File: config.mk
export PLATFORM = sky130hd
export DESIGN_NAME = grid_neighbor_cell_enumerator
export DESIGN_NICKNAME = d
export VERILOG_FILES = /design/src/hdl/gnce_pkg.sv /design/src/hdl/gnce_emit.sv /design/src/hdl/grid_neighbor_cell_enumerator.sv
export SDC_FILE = /design/constraint.sdc
export NUM_CORES = 1
export LEC_CHECK = 0
export ABC_AREA = 1
export BUFFER_PORTS_ARGS = -buffer_cell sky130_fd_sc_hd__buf_2
export CAP_MARGIN = 20
export CORE_MARGIN = 5
export CORE_UTILIZATION = 30
export CTS_CLUSTER_SIZE = 24
export DETAILED_ROUTE_END_ITERATION = 7
export HOLD_SLACK_MARGIN = 0.08
export PLACE_DENSITY = 0.55
export SYNTH_ARGS = -nofsm -noshare
export SYNTH_HDL_FRONTEND = slang
export SYNTH_SLANG_ARGS = --single-unit
export TNS_END_PERCENT = 50
File: constraint.sdc
create_clock -name clock -period 22.3 [get_ports clock]
set_clock_uncertainty 0.15 [all_clocks]
set_input_delay 1.115 -clock clock [delete_from_list [all_inputs] [get_ports clock]]
set_output_delay 1.115 -clock clock [all_outputs]
set_load 0.05 [all_outputs]
File: src/hdl/gnce_pkg.sv
// Shared constants, types and helper functions of the grid neighbor cell enumerator.
package gnce_pkg;

   // field widths
   localparam int DIM_W     = 7;
   localparam int IDX_W     = 18;
   localparam int MAX_DIM   = 64;
   localparam int Q_W       = $clog2(MAX_DIM);
   localparam int PLANE_W   = $clog2(MAX_DIM * MAX_DIM + 1);
   localparam int REM_W     = IDX_W + 1;
   localparam int CSR_IDX_W = 2;

   // neighborhood: 3 x 3 x 3 cells, the cell itself sits in the middle
   localparam int NB_SIDE   = 3;
   localparam int NB_COUNT  = NB_SIDE * NB_SIDE * NB_SIDE;
   localparam int NB_CENTER = NB_COUNT / 2;

   // register indexes of the configuration port
   typedef enum logic [CSR_IDX_W-1:0] {
      CSR_DIM_X        = 2'd0,
      CSR_DIM_Y        = 2'd1,
      CSR_DIM_Z        = 2'd2,
      CSR_FORWARD_ONLY = 2'd3
   } csr_index_type;

   // one cell handed from the front pipeline to the emitter
   typedef struct packed {
      logic [REM_W-1:0]    base;   // index of the (-1,-1,-1) corner, modulo 2^REM_W
      logic [DIM_W-1:0]    nx;
      logic [PLANE_W-1:0]  plane;
      logic [NB_COUNT-1:0] mask;   // neighbors still to send
      logic                empty;
   } item_type;

   // two restoring division steps
   typedef struct packed {
      logic [REM_W-1:0] rem;
      logic [1:0]       q;
   } div2_type;

   // clamp a dimension register to MAX_DIM
   function automatic logic [DIM_W-1:0] sat_dim(input logic [DIM_W-1:0] d);
      logic [DIM_W-1:0] res;
      res = (d > DIM_W'(MAX_DIM)) ? DIM_W'(MAX_DIM) : d;
      return res;
   endfunction

   // quotient bits sh and sh-1 of rem / dvs
   function automatic div2_type div_step2(input logic [REM_W-1:0]   rem,
                                          input logic [PLANE_W-1:0] dvs,
                                          input int               sh);
      logic [REM_W-1:0] r;
      logic [REM_W-1:0] t;
      div2_type         res;
      r = rem;
      res.q = 2'b00;
      t = REM_W'(dvs) << sh;
      if (r >= t) begin
         r = r - t;
         res.q[1] = 1'b1;
      end
      t = REM_W'(dvs) << (sh - 1);
      if (r >= t) begin
         r = r - t;
         res.q[0] = 1'b1;
      end
      res.rem = r;
      return res;
   endfunction

endpackage

File: src/hdl/gnce_emit.sv
// Neighbor emitter: sends one neighbor index per cycle through an output register, unless rsp_ready stalls it.
module gnce_emit (
   input  logic                     clock,
   input  logic                     reset,
   input  logic                     in_valid,
   output logic                     in_ready,
   input  gnce_pkg::item_type       in_item,
   output logic                     rsp_valid,
   input  logic                     rsp_ready,
   output logic [gnce_pkg::IDX_W-1:0] rsp_neighbor_index,
   output logic                     rsp_is_last,
   output logic                     rsp_is_empty
);

   logic                                em_valid_ff;
   gnce_pkg::item_type                  item_ff;
   logic                                rsp_valid_ff;
   logic [gnce_pkg::IDX_W-1:0]          nidx_ff;
   logic                                last_ff;
   logic                                empty_ff;

   logic                                out_load;
   logic                                step;
   logic                                found;
   logic [gnce_pkg::NB_COUNT-1:0]       sel_onehot;
   logic [gnce_pkg::NB_COUNT-1:0]       mask_rest;
   logic [1:0]                          sel_dx;
   logic [1:0]                          sel_dy;
   logic [1:0]                          sel_dz;
   logic [gnce_pkg::REM_W-1:0]          off_y;
   logic [gnce_pkg::REM_W-1:0]          off_z;
   logic [gnce_pkg::REM_W-1:0]          nidx_sum;
   logic                                last_in;

   // pick the first neighbor left in scan order (dz outer, dx inner)
   always_comb begin
      found      = 1'b0;
      sel_onehot = '0;
      sel_dx     = 2'd0;
      sel_dy     = 2'd0;
      sel_dz     = 2'd0;
      for (int kz = 0; kz < gnce_pkg::NB_SIDE; kz++) begin
         for (int ky = 0; ky < gnce_pkg::NB_SIDE; ky++) begin
            for (int kx = 0; kx < gnce_pkg::NB_SIDE; kx++) begin
               if (!found && item_ff.mask[kz * 9 + ky * 3 + kx]) begin
                  found = 1'b1;
                  sel_onehot[kz * 9 + ky * 3 + kx] = 1'b1;
                  sel_dx = 2'(kx);
                  sel_dy = 2'(ky);
                  sel_dz = 2'(kz);
               end
            end
         end
      end
   end

   // neighbor index = corner + kx + ky*nx + kz*plane
   always_comb begin
      case (sel_dy)
         2'd1:    off_y = gnce_pkg::REM_W'(item_ff.nx);
         2'd2:    off_y = gnce_pkg::REM_W'(item_ff.nx) << 1;
         default: off_y = '0;
      endcase
      case (sel_dz)
         2'd1:    off_z = gnce_pkg::REM_W'(item_ff.plane);
         2'd2:    off_z = gnce_pkg::REM_W'(item_ff.plane) << 1;
         default: off_z = '0;
      endcase
      nidx_sum  = item_ff.base + gnce_pkg::REM_W'(sel_dx) + off_y + off_z;
      mask_rest = item_ff.mask & ~sel_onehot;
      last_in   = item_ff.empty || (mask_rest == '0);
   end

   // handshake: output register frees when empty or taken
   assign out_load  = !rsp_valid_ff || rsp_ready;
   assign step      = em_valid_ff && out_load;
   assign in_ready  = !em_valid_ff || (out_load && last_in);

   // item holding register
   always_ff @(posedge clock) begin
      if (reset) begin
         em_valid_ff <= 1'b0;
      end else if (in_ready) begin
         em_valid_ff <= in_valid;
      end
      if (in_ready) begin
         item_ff <= in_item;
      end else if (step) begin
         item_ff.mask <= mask_rest;
      end
   end

   // output register
   always_ff @(posedge clock) begin
      if (reset) begin
         rsp_valid_ff <= 1'b0;
      end else if (out_load) begin
         rsp_valid_ff <= em_valid_ff;
      end
      if (step) begin
         nidx_ff  <= item_ff.empty ? '0 : nidx_sum[gnce_pkg::IDX_W-1:0];
         last_ff  <= last_in;
         empty_ff <= item_ff.empty;
      end
   end

   assign rsp_valid          = rsp_valid_ff;
   assign rsp_neighbor_index = nidx_ff;
   assign rsp_is_last        = last_ff;
   assign rsp_is_empty       = empty_ff;

endmodule

File: src/hdl/grid_neighbor_cell_enumerator.sv
// Top level: configuration registers, coordinate pipeline and neighbor emitter.
//
// Takes a linear cell index of a 3-D grid of dim_x * dim_y * dim_z cells and
// returns the linear index of each in-grid neighbor (the cell itself included)
// in dz, dy, dx order, is_last set on the final one; forward_only drops those
// below the cell index, and an index outside the grid gives one empty, last
// result. Dimensions above 64 are clamped to 64. A cell passes a 9-stage
// pipeline (capture, two multiplies, then two restoring division steps per
// stage for z and for y). The emitter sends one result per cycle unless
// rsp_ready stalls it, and a cell holds the result channel until its 1 to 27
// results are sent; while it does, up to 9 further cells wait in the pipeline.
// Configuration must be written only while no transaction is in flight; the
// block does not enforce this. csr_ready is always high.
module grid_neighbor_cell_enumerator (
   input  logic                           clock,
   input  logic                           reset,
   input  logic                           csr_valid,
   output logic                           csr_ready,
   input  logic [gnce_pkg::CSR_IDX_W-1:0] csr_index,
   input  logic [gnce_pkg::DIM_W-1:0]     csr_wdata,
   input  logic                           req_valid,
   output logic                           req_ready,
   input  logic [gnce_pkg::IDX_W-1:0]     req_cell_index,
   output logic                           rsp_valid,
   input  logic                           rsp_ready,
   output logic [gnce_pkg::IDX_W-1:0]     rsp_neighbor_index,
   output logic                           rsp_is_last,
   output logic                           rsp_is_empty
);

   localparam int STAGES = 9;

   typedef struct packed {
      logic [gnce_pkg::IDX_W-1:0]   c;
      logic [gnce_pkg::DIM_W-1:0]   nx;
      logic [gnce_pkg::DIM_W-1:0]   ny;
      logic [gnce_pkg::DIM_W-1:0]   nz;
      logic                         fwd;
      logic [gnce_pkg::PLANE_W-1:0] plane;
      logic [gnce_pkg::REM_W-1:0]   total;
      logic [gnce_pkg::REM_W-1:0]   base;
      logic [gnce_pkg::REM_W-1:0]   rem;
      logic [gnce_pkg::Q_W-1:0]     z;
      logic [gnce_pkg::Q_W-1:0]     y;
      logic                         empty;
   } stage_type;

   logic [gnce_pkg::DIM_W-1:0] dim_x_ff;
   logic [gnce_pkg::DIM_W-1:0] dim_y_ff;
   logic [gnce_pkg::DIM_W-1:0] dim_z_ff;
   logic                       fwd_ff;

   stage_type                  st_ff [1:STAGES];
   stage_type                  st_in [1:STAGES];
   logic [STAGES:1]            v_ff;
   logic [STAGES:1]            v_in;
   logic                       pipe_adv;
   logic                       em_ready;
   gnce_pkg::item_type         em_item;
   gnce_pkg::div2_type         d4;
   gnce_pkg::div2_type         d5;
   gnce_pkg::div2_type         d6;
   gnce_pkg::div2_type         d7;
   gnce_pkg::div2_type         d8;
   gnce_pkg::div2_type         d9;
   logic [2:0]                 x_ok;
   logic [2:0]                 y_ok;
   logic [2:0]                 z_ok;
   logic [gnce_pkg::Q_W-1:0]   x_last;

   // configuration registers
   assign csr_ready = 1'b1;

   always_ff @(posedge clock) begin
      if (reset) begin
         dim_x_ff <= gnce_pkg::DIM_W'(1);
         dim_y_ff <= gnce_pkg::DIM_W'(1);
         dim_z_ff <= gnce_pkg::DIM_W'(1);
         fwd_ff   <= 1'b0;
      end else if (csr_valid) begin
         case (gnce_pkg::csr_index_type'(csr_index))
            gnce_pkg::CSR_DIM_X:        dim_x_ff <= csr_wdata;
            gnce_pkg::CSR_DIM_Y:        dim_y_ff <= csr_wdata;
            gnce_pkg::CSR_DIM_Z:        dim_z_ff <= csr_wdata;
            gnce_pkg::CSR_FORWARD_ONLY: fwd_ff   <= csr_wdata[0];
            default:                    ;
         endcase
      end
   end

   // pipeline stage logic
   always_comb begin
      // capture cell and clamped dimensions
      st_in[1]       = st_ff[1];
      st_in[1].c     = req_cell_index;
      st_in[1].nx    = gnce_pkg::sat_dim(dim_x_ff);
      st_in[1].ny    = gnce_pkg::sat_dim(dim_y_ff);
      st_in[1].nz    = gnce_pkg::sat_dim(dim_z_ff);
      st_in[1].fwd   = fwd_ff;

      // plane size
      st_in[2]       = st_ff[1];
      st_in[2].plane = {{(gnce_pkg::PLANE_W - gnce_pkg::DIM_W){1'b0}}, st_ff[1].nx}
                     * {{(gnce_pkg::PLANE_W - gnce_pkg::DIM_W){1'b0}}, st_ff[1].ny};

      // grid size
      st_in[3]       = st_ff[2];
      st_in[3].total = {{(gnce_pkg::REM_W - gnce_pkg::PLANE_W){1'b0}}, st_ff[2].plane}
                     * {{(gnce_pkg::REM_W - gnce_pkg::DIM_W){1'b0}}, st_ff[2].nz};

      // range check, corner index, z division top bits
      d4             = gnce_pkg::div_step2(gnce_pkg::REM_W'(st_ff[3].c), st_ff[3].plane,
                                           gnce_pkg::Q_W - 1);
      st_in[4]       = st_ff[3];
      st_in[4].empty = gnce_pkg::REM_W'(st_ff[3].c) >= st_ff[3].total;
      st_in[4].base  = gnce_pkg::REM_W'(st_ff[3].c) - gnce_pkg::REM_W'(st_ff[3].nx)
                     - gnce_pkg::REM_W'(st_ff[3].plane) - gnce_pkg::REM_W'(1);
      st_in[4].rem   = d4.rem;
      st_in[4].z[gnce_pkg::Q_W-1 -: 2] = d4.q;

      // z division middle bits
      d5             = gnce_pkg::div_step2(st_ff[4].rem, st_ff[4].plane, gnce_pkg::Q_W - 3);
      st_in[5]       = st_ff[4];
      st_in[5].rem   = d5.rem;
      st_in[5].z[gnce_pkg::Q_W-3 -: 2] = d5.q;

      // z division low bits
      d6             = gnce_pkg::div_step2(st_ff[5].rem, st_ff[5].plane, gnce_pkg::Q_W - 5);
      st_in[6]       = st_ff[5];
      st_in[6].rem   = d6.rem;
      st_in[6].z[gnce_pkg::Q_W-5 -: 2] = d6.q;

      // y division by nx, remainder ends as x
      d7             = gnce_pkg::div_step2(st_ff[6].rem, gnce_pkg::PLANE_W'(st_ff[6].nx),
                                           gnce_pkg::Q_W - 1);
      st_in[7]       = st_ff[6];
      st_in[7].rem   = d7.rem;
      st_in[7].y[gnce_pkg::Q_W-1 -: 2] = d7.q;

      d8             = gnce_pkg::div_step2(st_ff[7].rem, gnce_pkg::PLANE_W'(st_ff[7].nx),
                                           gnce_pkg::Q_W - 3);
      st_in[8]       = st_ff[7];
      st_in[8].rem   = d8.rem;
      st_in[8].y[gnce_pkg::Q_W-3 -: 2] = d8.q;

      d9             = gnce_pkg::div_step2(st_ff[8].rem, gnce_pkg::PLANE_W'(st_ff[8].nx),
                                           gnce_pkg::Q_W - 5);
      st_in[9]       = st_ff[8];
      st_in[9].rem   = d9.rem;
      st_in[9].y[gnce_pkg::Q_W-5 -: 2] = d9.q;
   end

   // neighbor mask from the coordinates of the last stage
   always_comb begin
      x_last  = st_ff[STAGES].rem[gnce_pkg::Q_W-1:0];
      x_ok[0] = x_last != '0;
      x_ok[1] = 1'b1;
      x_ok[2] = (gnce_pkg::DIM_W'(x_last) + gnce_pkg::DIM_W'(1)) < st_ff[STAGES].nx;
      y_ok[0] = st_ff[STAGES].y != '0;
      y_ok[1] = 1'b1;
      y_ok[2] = (gnce_pkg::DIM_W'(st_ff[STAGES].y) + gnce_pkg::DIM_W'(1)) < st_ff[STAGES].ny;
      z_ok[0] = st_ff[STAGES].z != '0;
      z_ok[1] = 1'b1;
      z_ok[2] = (gnce_pkg::DIM_W'(st_ff[STAGES].z) + gnce_pkg::DIM_W'(1)) < st_ff[STAGES].nz;

      em_item.base  = st_ff[STAGES].base;
      em_item.nx    = st_ff[STAGES].nx;
      em_item.plane = st_ff[STAGES].plane;
      em_item.empty = st_ff[STAGES].empty;
      em_item.mask  = '0;
      for (int kz = 0; kz < gnce_pkg::NB_SIDE; kz++) begin
         for (int ky = 0; ky < gnce_pkg::NB_SIDE; ky++) begin
            for (int kx = 0; kx < gnce_pkg::NB_SIDE; kx++) begin
               // in-grid neighbors are ordered like their linear index
               em_item.mask[kz * 9 + ky * 3 + kx] = z_ok[kz] && y_ok[ky] && x_ok[kx]
                  && (!st_ff[STAGES].fwd || (kz * 9 + ky * 3 + kx >= gnce_pkg::NB_CENTER));
            end
         end
      end
   end

   // whole pipeline moves together unless the emitter holds the last stage
   assign pipe_adv  = !v_ff[STAGES] || em_ready;
   assign req_ready = pipe_adv;
   assign v_in      = {v_ff[STAGES-1:1], req_valid};

   always_ff @(posedge clock) begin
      if (reset) begin
         v_ff <= '0;
      end else if (pipe_adv) begin
         v_ff <= v_in;
      end
      if (pipe_adv) begin
         for (int s = 1; s <= STAGES; s++) begin
            st_ff[s] <= st_in[s];
         end
      end
   end

   gnce_emit u_emit (
      .clock              (clock),
      .reset              (reset),
      .in_valid           (v_ff[STAGES]),
      .in_ready           (em_ready),
      .in_item            (em_item),
      .rsp_valid          (rsp_valid),
      .rsp_ready          (rsp_ready),
      .rsp_neighbor_index (rsp_neighbor_index),
      .rsp_is_last        (rsp_is_last),
      .rsp_is_empty       (rsp_is_empty)
   );

`ifndef SYNTHESIS
   // an empty transaction is always the only and last one
   a_empty_last: assert property (@(posedge clock) disable iff (reset)
      rsp_valid && rsp_is_empty |-> rsp_is_last)
      else $error("empty result without last flag");

   a_empty_zero: assert property (@(posedge clock) disable iff (reset)
      rsp_valid && rsp_is_empty |-> rsp_neighbor_index == '0)
      else $error("empty result carries a neighbor index");

   // the cell itself lies in the grid, so division must leave its own bit set
   a_self_bit: assert property (@(posedge clock) disable iff (reset)
      v_ff[STAGES] && !em_item.empty |-> em_item.mask[gnce_pkg::NB_CENTER])
      else $error("coordinate split put the cell outside the grid");

   // a stall freezes the pipeline occupancy
   a_stall_hold: assert property (@(posedge clock) disable iff (reset)
      !pipe_adv |=> $stable(v_ff))
      else $error("pipeline moved during a stall");
`endif

endmodule
==> metrics.md <==
| Metric | Value |
|---|---|
| Outcome | finished, final reports clean |
| Delay-heaviest family, CP | simple AND/OR/NAND/NOR gates |
| Post-cts sizing count | 0 |
| Stages on worst setup path | 40 |
| Total track usage | 11.1% |
| H-tree Lvls | 3 |
| Clk slew on worst S/H paths | 0.06 ns |
| Finished Core Util | 34.0% |
| Hold_sp | st_ff[0][527]$_DFFE_PP_ |
| # diodes | 0 |
| Total power | 5.38 mW |
| Post-synth EDFFs | 717 |
| Max Freq | 142 MHz |
| Die width | 373 um |
| Max-cap violation count | 0 |
| Avg Vias per Cell | 4.43 |
| Synth cell types | 64 |
| Drt pass-1 iters | 5 |
| Mapped Cells | 3,548 |
| Slew @ Worst Pin | 1.14 ns |
| Final worst-path cycle share | 31.7% |
| Hold path endpoint | st_ff[0][650]$_DFFE_PP_ |
| Reg2reg start | u_emit.item_ff[2]$_DFFE_PP_ |
| Share of cells above drive strength 1 | 6.40% |
| Largest net degree at the start of global routing | 165 |
| RD Place Congestion | 0.851 |
| Main area contributors after synthesis | edfxtp_1 54%, ha_1 9.1%, inv_1 5.6% |
| First-pass GRT wire length | 125 mm |
| Final #Nets | 4,077 |
| Asr flop ratio synth | 0% |
| Final hold slack | 0.241 ns |
| CP required | 22.66 ns |
| Fill count | 13,000 |
| DRT iter0 DRCs | 1,376 |
| Routed Antenna Nets | 0 |
| Critical path class | flop to flop |
| Worst Hold Class | flop to flop |
| CTS buffer count | 81 |
| CTS tree | built |
| Clock buffer depth | 3 |
| Area growth, synth to finish | 12.8% |
| Most common cell on crit path | nor2_1 |
| Fin. Hold Viols | 0 |
| Worst path slowest cell | fa_1 |
| Initial Util | 30.1% |
| CP Max Fanout | 13 |
| Crit path time final | 7.07 ns |
| Setup TNS Final | 0 ns |
| Rel. slew slack | 23.6% |
| Static leakage | 18.9 nW |
| YS warnings | 0 |
| Dominant synthesized flop cell | edfxtp_1 |
| Worst R2R End | u_emit.rsp_neighbor_index[17]$_SDFFCE_PP0P_ |
| Setup bufs post-CTS | 0 |
| Fin. max-slew vios | 0 |
| Die area | 0.139 mm^2 |
| Grt ovf | 0 |
| CTS root buffer | clkbuf_16 |
| Skew-Pair Late Insertion Delay | 0.67 ns |
| CP bufs+invs | 3 |
| Final worst slack | 15.23 ns |
| CP max stage delay | 0.49 ns |
| Register area share after synthesis | 56.2% |
| Vias | 24,300 |
| Synth top area share | 54.4% |
| Port Buf Inserts | 53 |
| Place WS | 15.26 ns |
| Number of global-route vias before repair | 24,100 |
| Die Y-Extent | 373 um |
| Total wire length | 77.3 mm |
| Multi-input logic area | 0.0149 mm^2 |
| R2r setup slk | 15.23 ns |
| TritonCTS Sinks | 751 |
| Post-DP HPWL | 57.6 mm |
| RSZ-0062 raised after global routing | no |
| WP data arrival | 7.42 ns |
| Max IR drop VDD | 0.0664 mV |
| Initial antenna violation count | 3 |
| CP startpoint kind | flop |
| Setup crit end kind | flop |
| DRC errors left | 0 |
| Core area | 0.131 mm^2 |
| Post-synth top area cell | edfxtp_1 |
| Mean area per synthesized cell | 11.1 um^2 |
| Setup violators final | 0 |
| DR WL/cell | 14.1 um |
| Storage cell area | 0.0222 mm^2 |
| Pwr Density | 121 mW/mm^2 |
| IO Pins | 55 |
| Row count | 133 |
| Synth Register Bits | 751 |
| Post-CTS Hold Fix Bufs | 0 |
| Reg2Reg Depth | 40 |
| Worst Hold Depth | 0 |
| Synthesized cell area | 0.0395 mm^2 |
| Post-synth net total | 3,973 |
worst register-to-register path, delay by kind of cell, from the launching register on:
kind / cells / cell delay [ns]
AOI/OAI and AO/OA: 9 / 1.56
adders and majority gates: 4 / 1.51
buffers and inverters: 3 / 0.38
DFF: 1 / 0.44
and+or+nand+nor: 24 / 2.90
where the power goes:
group / switching, mW / internal (mW) / leakage [nW]
sequential: 0.161 / 1.93 / 8.16
combinational: 1.18 / 0.768 / 9.50
clock: 0.548 / 0.783 / 1.28
layer usage:
metal	up-vias	share of wire [%]	GRT usage [%]
met5	-	0	0
met4	0	2.9	3.70
met3	147	4.1	2.24
met2	385	46	18.0
met1	11400	47	14.8
li1	12400	-	-
flip-flops by register name, indices dropped and copies added (netlist names):
register / count
v_ff: 9
st_ff: 632
dim_z_ff: 7
dim_x_ff: 7
u_emit.rsp_neighbor_index: 18
u_emit.rsp_is_empty: 1
fwd_ff: 1
u_emit.rsp_valid: 1
u_emit.rsp_is_last: 1
u_emit.item_ff: 66
dim_y_ff: 7
u_emit.em_valid_ff: 1
cells in the mapped netlist, types with 5 or more instances:
library cell,instances
nand2_1,568
o22ai_1,6
nand3_2,7
nor2_4,6
inv_2,5
a31oi_1,7
a21o_1,7
nor3_1,42
nand3b_1,5
nor3b_1,5
o211ai_1,5
a211oi_1,8
o31ai_1,11
o21a_1,13
dfxtp_1,34
o32ai_1,12
ha_1,288
nor2_1,208
clkbuf_1,23
xor2_1,114
or2_2,7
a21oi_1,230
buf_2,11
inv_1,589
nand4_1,40
fa_1,105
edfxtp_1,717
o21ai_1,14
nor4_1,18
nand3_1,104
xnor2_1,63
o21ai_0,195
o21bai_1,14
cells in the final DEF, fill, tap and decap left out, drive strengths merged, types with 45 or more instances in the layout:
master and n:
a21oi 230, buf 65, clkbuf 98, edfxtp 717
fa 105, ha 288, inv 600, nand2 572
nand3 111, nand4 45, nor2 217, nor3 45
o21ai 209, xnor2 64, xor2 115
cell type report:
class,instances,share of cell area (%)
clock buffers,98,4.80
inverters,597,5.02
multi-input cells,2156,33.4
repair buffers,65,0.914
flip-flops and latches,751,49.8
clock inverters,52,1.17
well taps,1755,4.92
worst max-delay path by stage:
stage,slack (ns),from,end
global placement,15.36,u_emit.item_ff[2]$_DFFE_PP_,u_emit.rsp_neighbor_index[17]$_SDFFCE_PP0P_
CTS,15.23,u_emit.item_ff[2]$_DFFE_PP_,u_emit.rsp_neighbor_index[17]$_SDFFCE_PP0P_
floorplan,4.68,u_emit.item_ff[2]$_DFFE_PP_,req_ready
finish,15.23,u_emit.item_ff[2]$_DFFE_PP_,u_emit.rsp_neighbor_index[17]$_SDFFCE_PP0P_
global route,14.50,u_emit.item_ff[2]$_DFFE_PP_,u_emit.rsp_neighbor_index[17]$_SDFFCE_PP0P_
detailed placement,15.26,u_emit.item_ff[2]$_DFFE_PP_,u_emit.rsp_neighbor_index[17]$_SDFFCE_PP0P_
kinds of logic after synthesis:
logic type | synth area share (%)
DFF | 56.2
buffers and inverters | 6.20
xor gates and xnor gates | 4.00
AOI/OAI and AO/OA | 7.73
adders and majority gates | 14.4
other | 0.00948
and+or+nand+nor | 11.4
muxes | 0.0854
per-stage QoR:
| step | std cells | area [um^2] |
|---|---|---|
| after floorplan | 3548 | 39500 |
| after global placement | 5322 | 41900 |
| after detailed placement | 5323 | 41900 |
| after CTS | 5473 | 44600 |
| after global routing | 5474 | 44600 |
| final | 5474 | 44600 |
Note: power is estimated with default switching activity, not from simulation.
